$ cat src/twec_pkg.sv
package twec_pkg;

    localparam int KIND_W      = 2;
    localparam int NOW_W       = 63;
    localparam int VALUE_W     = 32;
    localparam int COUNT_OUT_W = 32;
    localparam int NUMBER_W    = 32;
    localparam int CFG_LEN_W   = 40;
    localparam int CFG_DATA_W  = 63;
    localparam int CFG_INDEX_W = 2;
    localparam int S_TDATA_W   = 96;
    localparam int M_TDATA_W   = 128;

    typedef enum logic [KIND_W-1:0] {
        KIND_ADD           = 2'd0,
        KIND_SET           = 2'd1,
        KIND_READ_COUNT    = 2'd2,
        KIND_READ_INTERVAL = 2'd3
    } kind_t;

    localparam logic [CFG_INDEX_W-1:0] CFG_WINDOW_LENGTH      = 2'd0;
    localparam logic [CFG_INDEX_W-1:0] CFG_FIRST_WINDOW_START = 2'd1;
    localparam logic [CFG_INDEX_W-1:0] CFG_REPORT_FULL_WINDOW = 2'd2;

    typedef struct packed {
        logic latch_item;
        logic calc_end;
        logic calc_gap;
        logic step_end;
        logic div_load;
        logic div_step;
        logic jump;
        logic calc_prev;
        logic classify;
        logic load_out;
    } twec_cmd_t;

    typedef struct packed {
        kind_t kind;
        logic  now_gt_end;
        logic  gap_gt_len;
    } twec_status_t;

endpackage

$ cat src/twec_datapath.sv
module twec_datapath
    import twec_pkg::*;
#(
    parameter int TIME_WIDTH  = 64,
    parameter int COUNT_WIDTH = 32
)
(
    input  logic                         clk,
    input  logic                         rst_n,
    input  twec_cmd_t                    cmd,
    output twec_status_t                 status,
    input  logic                         cfg_we,
    input  logic [CFG_INDEX_W-1:0]       cfg_index,
    input  logic [CFG_DATA_W-1:0]        cfg_data,
    input  logic [KIND_W-1:0]            in_kind,
    input  logic [NOW_W-1:0]             in_now,
    input  logic signed [VALUE_W-1:0]    in_value,
    output logic [COUNT_OUT_W-1:0]       reported_count,
    output logic [NOW_W-1:0]             window_start_time,
    output logic [NUMBER_W-1:0]          window_number
);

    localparam int LEN_W = (TIME_WIDTH < CFG_LEN_W) ? TIME_WIDTH : CFG_LEN_W;

    // configuration
    logic [CFG_LEN_W-1:0]         len_cfg_reg;
    logic                         report_reg;

    // counter state
    logic [TIME_WIDTH-1:0]        ws_reg;
    logic [NUMBER_W-1:0]          idx_reg;
    logic [COUNT_WIDTH-1:0]       run_reg;
    logic [COUNT_WIDTH-1:0]       last_reg;
    logic [TIME_WIDTH-1:0]        let_reg;

    // item and working registers
    kind_t                        kind_reg;
    logic [TIME_WIDTH-1:0]        now_reg;
    logic signed [VALUE_W-1:0]    value_reg;
    logic [TIME_WIDTH-1:0]        end_reg;
    logic [TIME_WIDTH-1:0]        gap_reg;
    logic                         gt_reg;
    logic [TIME_WIDTH-1:0]        prev_reg;
    logic [TIME_WIDTH-1:0]        quo_reg;
    logic [LEN_W-1:0]             rem_reg;

    logic [COUNT_OUT_W-1:0]       rep_reg;
    logic [NOW_W-1:0]             wst_reg;
    logic [NUMBER_W-1:0]          num_reg;

    logic [LEN_W-1:0]             len_trunc;
    logic [LEN_W-1:0]             len_eff;
    logic [TIME_WIDTH-1:0]        len_time;

    logic [LEN_W:0]               trial;
    logic [LEN_W:0]               diff;
    logic                         q_bit;
    logic [LEN_W-1:0]             rem_step;

    logic [COUNT_WIDTH-1:0]       run_cls;
    logic [COUNT_WIDTH-1:0]       last_cls;
    logic [COUNT_WIDTH-1:0]       run_next;
    logic [COUNT_WIDTH-1:0]       last_next;

    // a zero length behaves as one
    assign len_trunc = LEN_W'(len_cfg_reg);
    assign len_eff   = (len_trunc == '0) ? LEN_W'(1) : len_trunc;
    assign len_time  = TIME_WIDTH'(len_eff);

    // restoring division, one quotient bit per cycle; quotient builds up in quo_reg
    assign trial    = {rem_reg, quo_reg[TIME_WIDTH-1]};
    assign q_bit    = (trial >= {1'b0, len_eff});
    assign diff     = trial - {1'b0, len_eff};
    assign rem_step = q_bit ? diff[LEN_W-1:0] : trial[LEN_W-1:0];

    always_comb
    begin
        run_cls  = run_reg;
        last_cls = last_reg;
        if (let_reg < prev_reg)
        begin
            run_cls  = '0;
            last_cls = '0;
        end
        else if (let_reg < ws_reg)
        begin
            last_cls = run_reg;
            run_cls  = '0;
        end
        run_next  = run_cls;
        last_next = last_cls;
        unique case (kind_reg)
            KIND_ADD:
            begin
                run_next = run_cls + COUNT_WIDTH'(value_reg);
            end
            KIND_SET:
            begin
                last_next = COUNT_WIDTH'($unsigned(value_reg));
                run_next  = '0;
            end
            KIND_READ_COUNT, KIND_READ_INTERVAL:
            begin
                run_next  = run_cls;
                last_next = last_cls;
            end
        endcase
    end

    assign status.kind       = kind_reg;
    assign status.now_gt_end = gt_reg;
    assign status.gap_gt_len = (gap_reg > len_time);

    always_ff @(posedge clk or negedge rst_n)
    begin
        if (!rst_n)
        begin
            len_cfg_reg <= CFG_LEN_W'(1000000);
            report_reg  <= 1'b0;
            ws_reg      <= '0;
            idx_reg     <= NUMBER_W'(1);
            run_reg     <= '0;
            last_reg    <= '0;
            let_reg     <= '0;
        end
        else
        begin
            if (cfg_we)
            begin
                unique case (cfg_index)
                    CFG_WINDOW_LENGTH:
                    begin
                        len_cfg_reg <= cfg_data[CFG_LEN_W-1:0];
                    end
                    CFG_FIRST_WINDOW_START:
                    begin
                        ws_reg  <= TIME_WIDTH'(cfg_data);
                        idx_reg <= NUMBER_W'(1);
                    end
                    CFG_REPORT_FULL_WINDOW:
                    begin
                        report_reg <= cfg_data[0];
                    end
                    default:
                    begin
                    end
                endcase
            end
            else if (cmd.step_end)
            begin
                ws_reg  <= end_reg;
                idx_reg <= idx_reg + NUMBER_W'(1);
            end
            else if (cmd.jump)
            begin
                // start + (q + 1) * len folds to now - remainder
                ws_reg  <= now_reg - TIME_WIDTH'(rem_reg);
                idx_reg <= idx_reg + NUMBER_W'(quo_reg) + NUMBER_W'(1);
            end
            if (cmd.classify)
            begin
                run_reg  <= run_next;
                last_reg <= last_next;
                let_reg  <= now_reg;
            end
        end
    end

    always_ff @(posedge clk)
    begin
        if (cmd.latch_item)
        begin
            kind_reg  <= kind_t'(in_kind);
            now_reg   <= TIME_WIDTH'(in_now);
            value_reg <= in_value;
        end
        if (cmd.calc_end)
        begin
            end_reg <= ws_reg + len_time;
        end
        if (cmd.calc_gap)
        begin
            gap_reg <= now_reg - end_reg;
            gt_reg  <= (now_reg > end_reg);
        end
        if (cmd.div_load)
        begin
            quo_reg <= gap_reg;
            rem_reg <= '0;
        end
        else if (cmd.div_step)
        begin
            quo_reg <= {quo_reg[TIME_WIDTH-2:0], q_bit};
            rem_reg <= rem_step;
        end
        if (cmd.calc_prev)
        begin
            prev_reg <= (ws_reg >= len_time) ? (ws_reg - len_time) : '0;
        end
        if (cmd.load_out)
        begin
            rep_reg <= COUNT_OUT_W'(report_reg ? last_reg : run_reg);
            wst_reg <= NOW_W'(ws_reg);
            num_reg <= idx_reg;
        end
    end

    assign reported_count    = rep_reg;
    assign window_start_time = wst_reg;
    assign window_number     = num_reg;

endmodule

$ cat src/twec_controller.sv
module twec_controller
    import twec_pkg::*;
#(
    parameter int TIME_WIDTH = 64
)
(
    input  logic         clk,
    input  logic         rst_n,
    input  logic         in_valid,
    output logic         in_ready,
    output logic         out_valid,
    input  logic         out_ready,
    output twec_cmd_t    cmd,
    input  twec_status_t status
);

    localparam int CNT_W = $clog2(TIME_WIDTH);

    typedef enum logic [3:0] {
        S_IDLE,
        S_END,
        S_CMP,
        S_GAP,
        S_DIV,
        S_JUMP,
        S_PREV,
        S_CLS,
        S_OUT
    } state_t;

    state_t           state_reg, state_next;
    logic [CNT_W-1:0] cnt_reg, cnt_next;
    logic             out_valid_reg, out_valid_next;
    logic             slot_free;

    assign slot_free = !out_valid_reg || out_ready;

    always_comb
    begin
        cmd            = '0;
        state_next     = state_reg;
        cnt_next       = cnt_reg;
        out_valid_next = out_valid_reg;
        if (out_valid_reg && out_ready)
        begin
            out_valid_next = 1'b0;
        end
        unique case (state_reg)
            S_IDLE:
            begin
                cmd.latch_item = in_valid;
                if (in_valid)
                begin
                    state_next = S_END;
                end
            end
            S_END:
            begin
                cmd.calc_end = 1'b1;
                // read count leaves the window alone
                state_next = (status.kind == KIND_READ_COUNT) ? S_OUT : S_CMP;
            end
            S_CMP:
            begin
                cmd.calc_gap = 1'b1;
                state_next   = S_GAP;
            end
            S_GAP:
            begin
                if (!status.now_gt_end)
                begin
                    state_next = S_PREV;
                end
                else if (status.gap_gt_len)
                begin
                    cmd.div_load = 1'b1;
                    cnt_next     = '0;
                    state_next   = S_DIV;
                end
                else
                begin
                    cmd.step_end = 1'b1;
                    state_next   = S_PREV;
                end
            end
            S_DIV:
            begin
                cmd.div_step = 1'b1;
                cnt_next     = cnt_reg + CNT_W'(1);
                if (cnt_reg == CNT_W'(TIME_WIDTH - 1))
                begin
                    state_next = S_JUMP;
                end
            end
            S_JUMP:
            begin
                cmd.jump   = 1'b1;
                state_next = S_PREV;
            end
            S_PREV:
            begin
                cmd.calc_prev = 1'b1;
                state_next = (status.kind == KIND_READ_INTERVAL) ? S_OUT : S_CLS;
            end
            S_CLS:
            begin
                cmd.classify = 1'b1;
                state_next   = S_OUT;
            end
            S_OUT:
            begin
                if (slot_free)
                begin
                    cmd.load_out   = 1'b1;
                    out_valid_next = 1'b1;
                    state_next     = S_IDLE;
                end
            end
            default:
            begin
                state_next = S_IDLE;
            end
        endcase
    end

    always_ff @(posedge clk or negedge rst_n)
    begin
        if (!rst_n)
        begin
            state_reg     <= S_IDLE;
            cnt_reg       <= '0;
            out_valid_reg <= 1'b0;
        end
        else
        begin
            state_reg     <= state_next;
            cnt_reg       <= cnt_next;
            out_valid_reg <= out_valid_next;
        end
    end

    assign in_ready  = (state_reg == S_IDLE);
    assign out_valid = out_valid_reg;

endmodule

$ cat src/tumbling_window_event_counter.sv
// Tumbling-window event counter. Each transfer on the slave side carries an
// operation in s_tuser (add, set, read count, read interval) and a timestamp
// and value in s_tdata; each produces exactly one result on the master side
// with the reported count, the current window start and the window number.
// Items are processed one at a time; read count skips the window update and
// read interval skips the count update. When more than one window has been
// skipped the catch-up runs a one-bit-per-cycle restoring divider over the
// gap. A result is loaded only when the output register is empty or its
// result is being taken, and the next item is taken the cycle after the
// result is loaded. A finished result waits in the output register while
// the next item is taken.
// Configuration writes are accepted at any time but must only be issued while
// the block is idle; writing first_window_start also restarts the window
// number at one.
module tumbling_window_event_counter
    import twec_pkg::*;
#(
    parameter int TIME_WIDTH  = 64,
    parameter int COUNT_WIDTH = 32
)
(
    input  logic                   clk,
    input  logic                   rst_n,
    input  logic                   s_tvalid,
    output logic                   s_tready,
    input  logic [S_TDATA_W-1:0]   s_tdata,   // now_time[62:0], value[94:63]
    input  logic [KIND_W-1:0]      s_tuser,   // kind[1:0]
    output logic                   m_tvalid,
    input  logic                   m_tready,
    // reported_count[31:0], window_start_time[94:32], window_number[126:95]
    output logic [M_TDATA_W-1:0]   m_tdata,
    input  logic                   cfg_valid,
    output logic                   cfg_ready,
    input  logic [CFG_INDEX_W-1:0] cfg_index,
    input  logic [CFG_DATA_W-1:0]  cfg_data
);

    twec_cmd_t              cmd;
    twec_status_t           status;
    logic [COUNT_OUT_W-1:0] reported_count;
    logic [NOW_W-1:0]       window_start_time;
    logic [NUMBER_W-1:0]    window_number;

    assign cfg_ready = 1'b1;

    twec_controller #(
        .TIME_WIDTH (TIME_WIDTH)
    ) u_controller (
        .clk       (clk),
        .rst_n     (rst_n),
        .in_valid  (s_tvalid),
        .in_ready  (s_tready),
        .out_valid (m_tvalid),
        .out_ready (m_tready),
        .cmd       (cmd),
        .status    (status)
    );

    twec_datapath #(
        .TIME_WIDTH  (TIME_WIDTH),
        .COUNT_WIDTH (COUNT_WIDTH)
    ) u_datapath (
        .clk               (clk),
        .rst_n             (rst_n),
        .cmd               (cmd),
        .status            (status),
        .cfg_we            (cfg_valid && cfg_ready),
        .cfg_index         (cfg_index),
        .cfg_data          (cfg_data),
        .in_kind           (s_tuser),
        .in_now            (s_tdata[NOW_W-1:0]),
        .in_value          (s_tdata[NOW_W+VALUE_W-1:NOW_W]),
        .reported_count    (reported_count),
        .window_start_time (window_start_time),
        .window_number     (window_number)
    );

    assign m_tdata = {1'b0, window_number, window_start_time, reported_count};

endmodule

$ cat config.mk
export PLATFORM = sky130hd
export DESIGN_NAME = tumbling_window_event_counter
export DESIGN_NICKNAME = d
export VERILOG_FILES = /design/src/twec_pkg.sv /design/src/twec_datapath.sv /design/src/twec_controller.sv /design/src/tumbling_window_event_counter.sv
export SDC_FILE = /design/constraint.sdc
export NUM_CORES = 2
export LEC_CHECK = 0
export BUFFER_PORTS_ARGS = -buffer_cell sky130_fd_sc_hd__buf_2
export CAP_MARGIN = 0
export CORE_MARGIN = 3
export CORE_UTILIZATION = 60
export DETAILED_ROUTE_END_ITERATION = 10
export PLACE_DENSITY = 0.79
export RECOVER_POWER = 25
export REMOVE_ABC_BUFFERS = 1
export SLEW_MARGIN = 20
export SYNTH_ARGS = -nofsm -noshare
export SYNTH_HDL_FRONTEND = slang
export SYNTH_SLANG_ARGS = --single-unit
export TNS_END_PERCENT = 100
$ cat constraint.sdc
create_clock -name clk -period 18.06 [get_ports clk]
set_input_delay 1.806 -clock clk [delete_from_list [all_inputs] [get_ports clk]]
set_output_delay 1.806 -clock clk [all_outputs]
set_load 0.005 [all_outputs]
==> metrics <==
most common cell after layout, fill and taps aside=edfxtp_1; mapped cell area=0.05134 mm2; Worst Hold Slack=0.4749 ns; FF-to-FF path depth=26; final wirelength=158500 um; H-Tree Depth=3; Mapped Cells=5301; Clock Power Share=18.5%; Async S/R FF share, synth=34.55%; status=finished, violations left; drt first pass iters=9; worst r2r src=u_datapath.let_reg[1]; fmax=134.5 MHz; largest net degree at the start of global routing=90; max-cap viol count=7; Clk Latency, worst-skew pair=0.70 ns; setup bufs post-CTS=0; Overall Global Routing Usage=34.78%; total of warnings raised by yosys=0; critical path capture point type=flop; Final setup viols=0; dpl hpwl=118800 um; first-pass GRT wire length=240300 um; global route overflow=0; Hold EP=u_datapath.last_reg[27]; hold path depth=2; sequential fraction of the synthesis area=43.12%; Arr. time, crit path=8.01 ns; Std-Cell Rows=106; Reg clk slew, reported paths=0.06 ns; area share of xor/xnor cells in the synthesized design=5.135%; DIE WIDTH=298.5 um; Synth Area in Adders=11.27%; I/O pins=299; Seq pwr share=32.3%; vias per cell=6.402; Worst Clk Skew=0.03420 ns; share of layout cells above drive strength 1=12.64%; die height=298.5 um; post-synthesis mux area share=4.168%; worst-path maximum fanout=35; Mean Syn Cell Area=9.684 um2; CTS buffer count=89; PortBufs=295; Critical R2R Capture=u_datapath.run_reg[30]; largest family of logic cells by synthesized area=compound AO/OA/AOI/OAI gates; Crit Path Class=flop to flop; PD cells=184.2 mW/mm2; Post-layout nets=6095; Sw Pwr=4523 uW; normalized max-slew margin=-268.5%; Hold Path Class=flop to flop; post-synth top area cell=edfxtp_1; hold_buf cts=0; period utilisation layout=41.18%; R2R Setup Slk=10.62 ns; Compound-Gate Fraction of Synth Area=18.48%; sw frac=43.26%; vias in the first global route=40500; post-synthesis register bit count=796; Core Area=0.08422 mm2; EDFF count, synth=481; Startpoint Class=flop; RSZ-0062 raised after global routing=false; DRC viols=0; Yosys cell types=98; dpl cells=6512; LEAKAGE=0.02470 uW; # clock sinks=796; Final Non-Filler Cells=6683; Worst Max-Slew Pin Slew=5.527 ns; PostCTS Resize Cnt=0; Routed wire per std cell=23.72 um; Setup TNS Final=0 ns; CTS Root Cell=clkbuf_16; internal power=5932 uW; die area=0.08911 mm2; HP Start=u_datapath.last_reg[27]; top-area cell type share of the netlist area=28.14%; most frequent cells in the layout=edfxtp_1, ha_1, a21oi_1, o21ai_0, inv_1; Final Core Density=67.38%; Initial Util=60.96%; Synth Flop Type=edfxtp_1; Combinational Power Share=49.2%; CTS tree=done; top post-synthesis cells by area=edfxtp_1, dfrtp_1, ha_1; initial antenna violation count=7; antenna-violating nets left=0; number of buffers on the longest clock path=3; DRT iter0 DRCs=5085; gp weighted congestion=1.000; violated checks=capacitance limit, slew limit; Vias=42780; Req. time, crit path=18.63 ns; area grow syn2layout=10.54%; crit path time final=7.437 ns; Slew Limit Fails=290; Simple-Gate Fraction of Synth Area=12.93%; Peak supply drop=0.09713 mV; Final Hold Fails=0
==> worst max-delay path, stage by stage (launching register included) <==
cell	delay (ns)
dfrtp_1	0.41
ha_1	0.29
a21o_1	0.15
a21o_1	0.19
a21oi_1	0.27
o21ai_0	0.32
a21oi_1	0.39
o221ai_1	0.46
a31oi_4	0.30
buf_4	0.45
o21ba_2	0.24
buf_4	0.25
and2_1	0.22
ha_1	0.23
fa_1	0.42
a21o_1	0.20
a21o_1	0.21
a2111oi_2	0.47
o32ai_1	0.29
o211ai_1	0.31
a211oi_1	0.12
o22ai_1	0.29
o21ai_1	0.17
a21o_1	0.20
a21oi_1	0.17
xnor2_1	0.08
a22o_1	0.20
==> synthesized netlist by cell type, drive strengths merged (158+ instances only) <==
master and number:
edfxtp 481, ha 451, a21oi 449, o21ai 396, inv 385, nand2 380, nor2 368, dfrtp 267
a21o 226, clkbuf 223, xnor2 214, mux2 158
==> worst max-delay path by stage <==
stage	from	endpoint	slack, ns	depth (start not counted)
after detailed placement	u_datapath.let_reg[1]	u_datapath.run_reg[30]	10.90	26
final	u_datapath.let_reg[1]	u_datapath.run_reg[30]	10.62	26
after global placement	u_datapath.let_reg[1]	u_datapath.run_reg[30]	10.94	26
after CTS	u_datapath.let_reg[1]	u_datapath.run_reg[30]	10.79	26
after floorplan	m_tready	u_datapath.reported_count[0]	10.30	2
after global routing	rst_n	u_datapath.let_reg[6]	10.25	3
==> metal layers <==
metal,wire [um],share of wire [%],global-route usage (%)
met5,13,0.0082,0
met4,6577,4.1,12.99
met3,17010,11,6.015
met2,67540,43,51.27
met1,67390,43,51.38
==> final cells by class <==
cell class | count | area (um2)
sequential | 796 | 22140
clock inverter | 53 | 665.6
clock buffer | 115 | 2460
inverter | 388 | 1456
multi-input combinational | 3851 | 26800
timing repair buffer | 343 | 1807
antenna | 3 | 7.507
fill | 6602 | 27470
tap | 1134 | 1419
==> kinds of logic after synthesis <==
logic type,Yosys count
buf+inv,654
flops,796
simple gates,1387
fa+ha+maj,458
compound gates,1509
other cells,2
mux,194
xor+xnor,301
==> power groups by stage <==
stage | clock network, uW | registers (uW) | logic [uW]
global placement | 0 | 3340 | 4880
CTS | 1950 | 3330 | 5040
floorplan | 0 | 3130 | 3700
global route | 2020 | 3420 | 5660
detailed placement | 0 | 3350 | 4990
finish | 1930 | 3380 | 5140
==> per-stage QoR <==
| stage | cell area, um2 | setup slack, ns | power, uW |
|---|---|---|---|
| after floorplan | 50280 | 10.30 | 6833 |
| after global placement | 53650 | 10.94 | 8219 |
| after detailed placement | 53660 | 10.90 | 8340 |
| after CTS | 56780 | 10.79 | 10320 |
| after global routing | 56740 | 10.25 | 11110 |
| final | 56750 | 10.62 | 10450 |
Power figures use the tool's default switching activity.
